[config.mk]
export PLATFORM = sky130hd
export DESIGN_NAME = bit_sequence_concatenate
export DESIGN_NICKNAME = d
export VERILOG_FILES = /design/src/sv/bsc_pkg.sv /design/src/sv/bsc_front.sv /design/src/sv/bsc_queue.sv /design/src/sv/bsc_back.sv /design/src/sv/bit_sequence_concatenate.sv
export VERILOG_INCLUDE_DIRS = /design/src /design/src/sv
export SDC_FILE = /design/constraint.sdc
export NUM_CORES = 1
export LEC_CHECK = 0
export ABC_AREA = 1
export BUFFER_PORTS_ARGS = -buffer_cell sky130_fd_sc_hd__buf_4
export CAP_MARGIN = 5
export CORE_ASPECT_RATIO = 0.7
export CORE_MARGIN = 2
export CORE_UTILIZATION = 62
export CTS_BUF_LIST = sky130_fd_sc_hd__clkbuf_8 sky130_fd_sc_hd__clkbuf_16
export DETAILED_ROUTE_END_ITERATION = 10
export GPL_ROUTABILITY_DRIVEN = 0
export GPL_TIMING_DRIVEN = 1
export HOLD_SLACK_MARGIN = 0.15
export PLACE_DENSITY_LB_ADDON = 0.12
export SLEW_MARGIN = 10
export SYNTH_ARGS = -nofsm -noshare
export SYNTH_HDL_FRONTEND = slang
export SYNTH_SLANG_ARGS = --single-unit
[constraint.sdc]
create_clock -name clk -period 10.2 [get_ports clk]
set_clock_uncertainty 0.15 [all_clocks]
set_input_delay 1.53 -clock clk [delete_from_list [all_inputs] [get_ports clk]]
set_output_delay 1.53 -clock clk [all_outputs]
set_load 0.03 [all_outputs]
[src/sv/assert_macros.svh]
// ----------------------------------------------------------------------------
// Assertion macros shared by the bit sequence concatenate RTL
// Clocked checks, disabled while the asynchronous reset is low.
// ----------------------------------------------------------------------------
`ifndef ASSERT_MACROS_SVH
`define ASSERT_MACROS_SVH

// property must hold on every clock edge out of reset
`define BSC_ASSERT(label, clk, rst_n, prop, msg) \
	label: assert property (@(posedge clk) disable iff (!rst_n) (prop)) \
		else $error(msg);

// antecedent implies consequent in the same cycle
`define BSC_ASSERT_IMP(label, clk, rst_n, ante, cons, msg) \
	label: assert property (@(posedge clk) disable iff (!rst_n) (ante) |-> (cons)) \
		else $error(msg);

`endif

[src/sv/bsc_pkg.sv]
// ----------------------------------------------------------------------------
// bsc_pkg
// Widths, register indexes and the queue item type of the bit packer.
// ----------------------------------------------------------------------------
package bsc_pkg;

	localparam int WORD_BITS = 64;
	localparam int WORD_SH   = 6;
	localparam int MAX_BITS  = 65536;

	localparam int LEN_W = 17;
	localparam int WC_W  = $clog2(MAX_BITS / WORD_BITS + 1);
	localparam int TC_W  = $clog2(2 * (MAX_BITS / WORD_BITS) + 1);
	localparam int NB_W  = WORD_SH + 1;

	localparam int CFG_IDX_W = 1;

	localparam logic [CFG_IDX_W-1:0] REG_FIRST_LEN  = CFG_IDX_W'(0);
	localparam logic [CFG_IDX_W-1:0] REG_SECOND_LEN = CFG_IDX_W'(1);

	localparam int Q_DEPTH = 4;
	localparam int Q_PTR_W = $clog2(Q_DEPTH);
	localparam int Q_CNT_W = $clog2(Q_DEPTH + 1);

	// one classified input word
	typedef struct packed {
		logic [WORD_BITS-1:0] word;   // masked to its valid bits
		logic [NB_W-1:0]      nbits;  // 1 .. 64
		logic                 last;   // final word of the frame
		logic                 clr;    // frame overrun: clear packer state
	} item_t;

endpackage

[src/sv/bsc_front.sv]
// ----------------------------------------------------------------------------
// bsc_front
// Holds the length registers, counts input words and classifies each word.
// ----------------------------------------------------------------------------
module bsc_front (
	input  logic                              clk,
	input  logic                              arst_n,
	input  logic                              cfg_valid,
	output logic                              cfg_ready,
	input  logic [bsc_pkg::CFG_IDX_W-1:0]     cfg_index,
	input  logic [bsc_pkg::LEN_W-1:0]         cfg_data,
	input  logic                              in_valid,
	output logic                              in_stall,
	input  logic [bsc_pkg::WORD_BITS-1:0]     in_word,
	input  logic                              q_full,
	output logic                              q_push,
	output bsc_pkg::item_t                    q_item
);

	logic [bsc_pkg::LEN_W-1:0]     first_len_q, second_len_q;
	logic [bsc_pkg::LEN_W-1:0]     len1, len2, len_sel, sum1, sum2, rem;
	logic [bsc_pkg::WC_W-1:0]      w1, w2;
	logic [bsc_pkg::TC_W-1:0]      total, cnt_q, idx;
	logic                          in_first, drop, last, accept;
	logic [bsc_pkg::NB_W-1:0]      nbits;
	logic [bsc_pkg::WORD_BITS-1:0] mask;

	assign cfg_ready = 1'b1;

	always_ff @(posedge clk or negedge arst_n) begin
		if (!arst_n) begin
			first_len_q  <= '0;
			second_len_q <= '0;
		end else if (cfg_valid) begin
			unique case (cfg_index)
				bsc_pkg::REG_FIRST_LEN:  first_len_q  <= cfg_data;
				bsc_pkg::REG_SECOND_LEN: second_len_q <= cfg_data;
				default: ;
			endcase
		end
	end

	always_comb begin
		len1 = (first_len_q > bsc_pkg::LEN_W'(bsc_pkg::MAX_BITS)) ?
			bsc_pkg::LEN_W'(bsc_pkg::MAX_BITS) : first_len_q;
		len2 = (second_len_q > bsc_pkg::LEN_W'(bsc_pkg::MAX_BITS)) ?
			bsc_pkg::LEN_W'(bsc_pkg::MAX_BITS) : second_len_q;
		sum1 = len1 + bsc_pkg::LEN_W'(bsc_pkg::WORD_BITS - 1);
		sum2 = len2 + bsc_pkg::LEN_W'(bsc_pkg::WORD_BITS - 1);
		w1 = sum1[bsc_pkg::LEN_W-1:bsc_pkg::WORD_SH];
		w2 = sum2[bsc_pkg::LEN_W-1:bsc_pkg::WORD_SH];
		total = bsc_pkg::TC_W'(w1) + bsc_pkg::TC_W'(w2);

		in_first = cnt_q < bsc_pkg::TC_W'(w1);
		idx      = in_first ? cnt_q : cnt_q - bsc_pkg::TC_W'(w1);
		len_sel  = in_first ? len1 : len2;
		// bits left in this sequence from this word on
		rem = len_sel - {idx[bsc_pkg::WC_W-1:0], bsc_pkg::WORD_SH'(0)};
		nbits = (rem > bsc_pkg::LEN_W'(bsc_pkg::WORD_BITS)) ?
			bsc_pkg::NB_W'(bsc_pkg::WORD_BITS) : rem[bsc_pkg::NB_W-1:0];
		mask = nbits[bsc_pkg::WORD_SH] ? '1 :
			~({bsc_pkg::WORD_BITS{1'b1}} << nbits[bsc_pkg::WORD_SH-1:0]);

		drop = cnt_q >= total;
		last = (cnt_q + bsc_pkg::TC_W'(1)) == total;

		in_stall = q_full;
		accept   = in_valid && !q_full;
		// empty frame: take the beat and drop it
		q_push       = accept && (total != '0);
		q_item.word  = in_word & mask;
		q_item.nbits = nbits;
		q_item.last  = last && !drop;
		q_item.clr   = drop;
	end

	always_ff @(posedge clk or negedge arst_n) begin
		if (!arst_n) begin
			cnt_q <= '0;
		end else if (q_push) begin
			cnt_q <= (drop || last) ? '0 : cnt_q + bsc_pkg::TC_W'(1);
		end
	end

endmodule

[src/sv/bsc_queue.sv]
// ----------------------------------------------------------------------------
// bsc_queue
// Short FIFO of classified words between the front and the packer.
// ----------------------------------------------------------------------------
`include "assert_macros.svh"

module bsc_queue (
	input  logic           clk,
	input  logic           arst_n,
	input  logic           push,
	input  bsc_pkg::item_t push_item,
	output logic           full,
	output logic           head_valid,
	output bsc_pkg::item_t head_item,
	input  logic           pop
);

	bsc_pkg::item_t                entry_q [bsc_pkg::Q_DEPTH];
	logic [bsc_pkg::Q_PTR_W-1:0]   wr_ptr_q, rd_ptr_q;
	logic [bsc_pkg::Q_CNT_W-1:0]   cnt_q;
	logic                          do_push, do_pop;

	assign full       = cnt_q == bsc_pkg::Q_CNT_W'(bsc_pkg::Q_DEPTH);
	assign head_valid = cnt_q != '0;
	assign head_item  = entry_q[rd_ptr_q];
	assign do_push    = push && !full;
	assign do_pop     = pop && head_valid;

	always_ff @(posedge clk) begin
		if (do_push) begin
			entry_q[wr_ptr_q] <= push_item;
		end
	end

	always_ff @(posedge clk or negedge arst_n) begin
		if (!arst_n) begin
			wr_ptr_q <= '0;
			rd_ptr_q <= '0;
			cnt_q    <= '0;
		end else begin
			if (do_push) begin
				wr_ptr_q <= wr_ptr_q + bsc_pkg::Q_PTR_W'(1);
			end
			if (do_pop) begin
				rd_ptr_q <= rd_ptr_q + bsc_pkg::Q_PTR_W'(1);
			end
			case ({do_push, do_pop})
				2'b10:   cnt_q <= cnt_q + bsc_pkg::Q_CNT_W'(1);
				2'b01:   cnt_q <= cnt_q - bsc_pkg::Q_CNT_W'(1);
				default: cnt_q <= cnt_q;
			endcase
		end
	end

	`BSC_ASSERT(a_q_cnt_bound, clk, arst_n, cnt_q <= bsc_pkg::Q_CNT_W'(bsc_pkg::Q_DEPTH), "queue count past depth")
	`BSC_ASSERT_IMP(a_q_ptr_gap, clk, arst_n, cnt_q != bsc_pkg::Q_CNT_W'(bsc_pkg::Q_DEPTH), cnt_q[bsc_pkg::Q_PTR_W-1:0] == bsc_pkg::Q_PTR_W'(wr_ptr_q - rd_ptr_q), "queue pointers disagree with count")

endmodule

[src/sv/bsc_back.sv]
// ----------------------------------------------------------------------------
// bsc_back
// Funnel-shifts queued words into the pending word and emits output beats.
// ----------------------------------------------------------------------------
`include "assert_macros.svh"

module bsc_back (
	input  logic                          clk,
	input  logic                          arst_n,
	input  logic                          head_valid,
	input  bsc_pkg::item_t                head_item,
	output logic                          pop,
	output logic                          out_valid,
	input  logic                          out_stall,
	output logic [bsc_pkg::WORD_BITS-1:0] out_word,
	output logic                          out_last
);

	logic [bsc_pkg::WORD_SH-1:0]   fill_q, new_fill;
	logic [bsc_pkg::WORD_BITS-1:0] bits_q, shl, carry, combined, new_bits;
	logic [bsc_pkg::NB_W-1:0]      sum;
	logic                          full_w, two_beats, one_beat, out_free;

	logic                          out_valid_q, out_last_q, extra_q;
	logic [bsc_pkg::WORD_BITS-1:0] out_word_q, extra_word_q;

	always_comb begin
		shl      = head_item.word << fill_q;
		// upper part of the word that spills past the current fill
		carry    = (fill_q == '0) ? '0 : ((head_item.word >> 1) >> (~fill_q));
		combined = bits_q | shl;
		sum      = bsc_pkg::NB_W'(fill_q) + head_item.nbits;
		full_w   = sum[bsc_pkg::WORD_SH];
		new_fill = sum[bsc_pkg::WORD_SH-1:0];
		new_bits = full_w ? carry : combined;

		two_beats = !head_item.clr && full_w && head_item.last && (new_fill != '0);
		one_beat  = !head_item.clr && (full_w || head_item.last);

		out_free = !out_valid_q || !out_stall;
		pop      = out_free && !extra_q && head_valid;
	end

	always_ff @(posedge clk or negedge arst_n) begin
		if (!arst_n) begin
			out_valid_q <= 1'b0;
			extra_q     <= 1'b0;
			fill_q      <= '0;
			bits_q      <= '0;
		end else if (out_free) begin
			if (extra_q) begin
				// send the flushed tail beat
				out_valid_q <= 1'b1;
				extra_q     <= 1'b0;
			end else if (head_valid) begin
				out_valid_q <= one_beat;
				extra_q     <= two_beats;
				if (head_item.clr || head_item.last) begin
					fill_q <= '0;
					bits_q <= '0;
				end else begin
					fill_q <= new_fill;
					bits_q <= new_bits;
				end
			end else begin
				out_valid_q <= 1'b0;
			end
		end
	end

	always_ff @(posedge clk) begin
		if (out_free) begin
			if (extra_q) begin
				out_word_q <= extra_word_q;
				out_last_q <= 1'b1;
			end else if (head_valid) begin
				out_word_q   <= combined;
				out_last_q   <= head_item.last && !two_beats;
				extra_word_q <= new_bits;
			end
		end
	end

	assign out_valid = out_valid_q;
	assign out_word  = out_word_q;
	assign out_last  = out_last_q;

	`BSC_ASSERT_IMP(a_extra_needs_out, clk, arst_n, extra_q, out_valid_q, "tail beat held without a current beat")
	`BSC_ASSERT_IMP(a_fill_zero_clean, clk, arst_n, fill_q == '0, bits_q == '0, "pending bits set with zero fill")
	`BSC_ASSERT_IMP(a_no_pop_on_tail, clk, arst_n, extra_q, !pop, "queue popped while tail beat pending")

endmodule

[src/sv/bit_sequence_concatenate.sv]
// ----------------------------------------------------------------------------
// bit_sequence_concatenate
// Joins two LSB-first bit sequences, given as 64-bit words, into one stream.
//
//   channel  handshake           payload
//   cfg      cfg_valid/ready     cfg_index, cfg_data (lengths in bits)
//   in       in_valid/in_stall   in_word
//   out      out_valid/stall     out_word, out_last
//
// One input word per cycle while in_stall is low; a frame's last word may add a
// second output beat, which holds the queue while the output register sends it.
// An input beat passes through the queue entry and then the output register.
// A four-entry queue lets input beats keep flowing while the output stalls.
// Reset drops any partial frame; the length registers reset to zero.
// ----------------------------------------------------------------------------
module bit_sequence_concatenate (
	input  logic                              clk,
	input  logic                              arst_n,
	input  logic                              cfg_valid,
	output logic                              cfg_ready,
	input  logic [bsc_pkg::CFG_IDX_W-1:0]     cfg_index,
	input  logic [bsc_pkg::LEN_W-1:0]         cfg_data,
	input  logic                              in_valid,
	output logic                              in_stall,
	input  logic [bsc_pkg::WORD_BITS-1:0]     in_word,
	output logic                              out_valid,
	input  logic                              out_stall,
	output logic [bsc_pkg::WORD_BITS-1:0]     out_word,
	output logic                              out_last
);

	logic           q_full, q_push, q_head_valid, q_pop;
	bsc_pkg::item_t q_item, q_head;

	bsc_front u_front (
		.clk       (clk),
		.arst_n    (arst_n),
		.cfg_valid (cfg_valid),
		.cfg_ready (cfg_ready),
		.cfg_index (cfg_index),
		.cfg_data  (cfg_data),
		.in_valid  (in_valid),
		.in_stall  (in_stall),
		.in_word   (in_word),
		.q_full    (q_full),
		.q_push    (q_push),
		.q_item    (q_item)
	);

	bsc_queue u_queue (
		.clk        (clk),
		.arst_n     (arst_n),
		.push       (q_push),
		.push_item  (q_item),
		.full       (q_full),
		.head_valid (q_head_valid),
		.head_item  (q_head),
		.pop        (q_pop)
	);

	bsc_back u_back (
		.clk        (clk),
		.arst_n     (arst_n),
		.head_valid (q_head_valid),
		.head_item  (q_head),
		.pop        (q_pop),
		.out_valid  (out_valid),
		.out_stall  (out_stall),
		.out_word   (out_word),
		.out_last   (out_last)
	);

endmodule

==> run metrics <==
outcome complete, but fails checks; failing checks DRC; Initial Utilization 0.626; area of the mapped netlist 29,800 µm²; peak supply drop 0.320 mV; largest net degree at the start of global routing 104; main area contributors after synthesis edfxtp_1, nand2_1, dfrtp_1; Final Worst Setup Slack 1.16 ns; initial antenna violation count 1; internal power 6.21 mW; clock-pin slew on the worst setup and hold paths 0.07 ns; I/O Buffers 153; leakage 14.3 nW; post-synthesis cell count 3,558; Yosys top cell area share 0.424; Post-CTS Setup Bufs 0; Reg power frac 0.308; Slew @ Worst Pin 1.20 ns; RSZ-0062 raised after global routing false; CP Launch Type flip-flop; Total Power 11.9 mW; worst-skew pair later-pin latency 0.63 ns; crit-path most repeated cell nor2_1; ys flop type edfxtp_1; largest area contributor in the netlist edfxtp_1; DRC 1; CTS Buffer Depth 3; CP Data Arrival Time 9.25 ns; fin util 0.692; slowest CP cell o311ai_0; Antenna diodes 0; Final Cycle Share 0.886; CTS tree done; HPWL after DPL 61.2 mm; YS warnings 0; grt ovf 0; Hold Vio Cnt, Final 0; DR iter-0 viols 3,821; core area 47,700 µm²; post-DR vias/cell 6.09; drt total wl 88.1 mm; Syn Nets 3,704; Net Sw Frac 0.477; Max-cap violations 0; Post-CTS Resized 0; Synth cell types 59; final setup vio count 0; combinational share of power 0.523; nature of the critical path endpoint flip-flop; NumNets Final 3,738; GRT Util Overall 0.350; # IOs 155; H-tree levels 2; FF+latch count, synth 546; Cell Pwr Density 360 nW/µm²; most instantiated library cell after synthesis nand2_1; vias in the first global route 23,900; Clk network pwr share 0.169; vias after detailed routing 25,900; Crit Path Class flip-flop to flip-flop; FP Rows 67; Final ANT Viol Nets 0; Post-synth ARST share 0.229; Final min period 9.04 ns; crit path max fanout 48; full die area 49,900 µm²; hold crit path type flip-flop to flip-flop; first-pass GRT wire length 135 mm; Hold Slack 0.345 ns; layout cells sized above 1 0.0886; clk sinks 546; Routed WL per cell 20.7 µm; First-pass DRT Iterations 9; Post-synth top cells nand2_1, o21ai_0, edfxtp_1, nor2_1, inv_1; Largest stage delay, worst path 0.58 ns; total CTS buffers 51; Place WS 1.55 ns; Area Overhead vs Synth 10.6%; setup_tns 0 ns; Syn Area/Cell 8.39 µm²; height of the chip 188 µm; Switch Pwr 5.67 mW; Post-synth EDFFs 421; DIE WIDTH 266 µm; register area share after synthesis 0.528; Max Slew Vio Count 0; Worst EP required 10.41 ns; fmax 111 MHz; Max transition margin 0.192; clock root buffer clkbuf_16; CTS Hold Buffers Added 0
==> worst paths after layout <==
kind | slack, ns | start | cells after the start | to
worst max register to register | 1.16 | u_front.first_len_q[0]$_DFFE_PN0P_ | 44 | u_queue.entry_q[1][36]$_DFFE_PP_
min in group asynchronous | 0.91 | arst_n | 1 | u_front.second_len_q[12]$_DFFE_PN0P_
max in group asynchronous | 7.57 | arst_n | 2 | u_queue.rd_ptr_q[0]$_DFFE_PN0P_
worst min-delay path | 0.35 | u_back.bits_q[63]$_DFFE_PN0P_ | 2 | u_back.bits_q[63]$_DFFE_PN0P_
worst min register to register | 0.35 | u_back.bits_q[63]$_DFFE_PN0P_ | 2 | u_back.bits_q[63]$_DFFE_PN0P_
worst max-delay path | 1.16 | u_front.first_len_q[0]$_DFFE_PN0P_ | 44 | u_queue.entry_q[1][36]$_DFFE_PP_
==> cell families after synthesis <==
group	after synthesis	share of synthesized area
and+or+nand+nor	1710	0.230
AOI/OAI and AO/OA	709	0.137
DFF	546	0.528
buffers and inverters	474	0.0606
adders and majority gates	59	0.0260
xor gates and xnor gates	51	0.0150
muxes	8	0.00268
other	1	0.000126
==> through the flow <==
stage                     cells  instance area [µm²]
after floorplan            3558                29800
after global placement     4160                31300
after detailed placement   4160                31300
after CTS                  4255                33000
after global routing       4255                33000
final                      4255                33000
==> power groups by stage <==
stage	clock network, mW	logic, mW	registers [mW]
floorplan	0	3.79	3.88
global placement	0	5.82	3.67
detailed placement	0	5.96	3.69
CTS	2.01	6.00	3.65
global route	2.09	6.73	3.72
finish	2.00	6.21	3.66
==> worst max-delay path: cells and delay by family, from the launching register on <==
| family | cells | cell delay, ns |
|---|---|---|
| fa+ha+maj | 2 | 0.61 |
| flops | 1 | 0.40 |
| simple gates | 26 | 4.20 |
| buf+inv | 7 | 0.85 |
| compound gates | 8 | 2.35 |
| xor+xnor | 1 | 0.16 |
==> state kept, by name, indices dropped and copies added (netlist names) <==
register and cells:
u_queue.entry_q 292, u_back.bits_q 64, u_back.extra_word_q 64, u_back.out_word 64
u_front.first_len_q 17, u_front.second_len_q 17, u_front.cnt_q 12, u_back.fill_q 6
u_queue.cnt_q 3, u_queue.rd_ptr_q 2, u_queue.wr_ptr_q 2, u_back.extra_q 1
u_back.out_last 1, u_back.out_valid 1
==> layer usage <==
| metal | part of all wire | up-vias | global-route usage |
|---|---|---|---|
| met5 | 0.00015 | - | 0 |
| met4 | 0.039 | 2 | 0.131 |
| met3 | 0.12 | 219 | 0.0852 |
| met2 | 0.43 | 1594 | 0.509 |
| met1 | 0.41 | 12100 | 0.512 |
| li1 | - | 12000 | - |
==> cells in the final DEF, fill, tap and decap left out, types with 12 or more instances in the layout <==
master / count
o22ai_1: 43
buf_4: 186
o21ai_0: 425
edfxtp_1: 421
xor2_1: 41
ha_1: 54
dfrtp_1: 116
nand2_1: 1173
clkinv_2: 12
nor2_1: 277
inv_1: 260
nand3_1: 155
clkbuf_16: 51
a31oi_1: 18
a21oi_1: 87
nor3_1: 45
a32o_1: 28
o22a_1: 16
o21a_1: 14
nand4_1: 13
a22o_1: 31
==> area by class of cell <==
| type | instances | area (µm²) |
|---|---|---|
| multi-input combinational | 2538 | 12300 |
| inverter | 269 | 1020 |
| timing repair buffer | 186 | 1400 |
| clock inverter | 43 | 450 |
| sequential | 546 | 15800 |
| fill | 3678 | 14700 |
| tap | 621 | 777 |
| clock buffer | 52 | 1290 |
No activity file was read; power rests on OpenSTA's default activity.
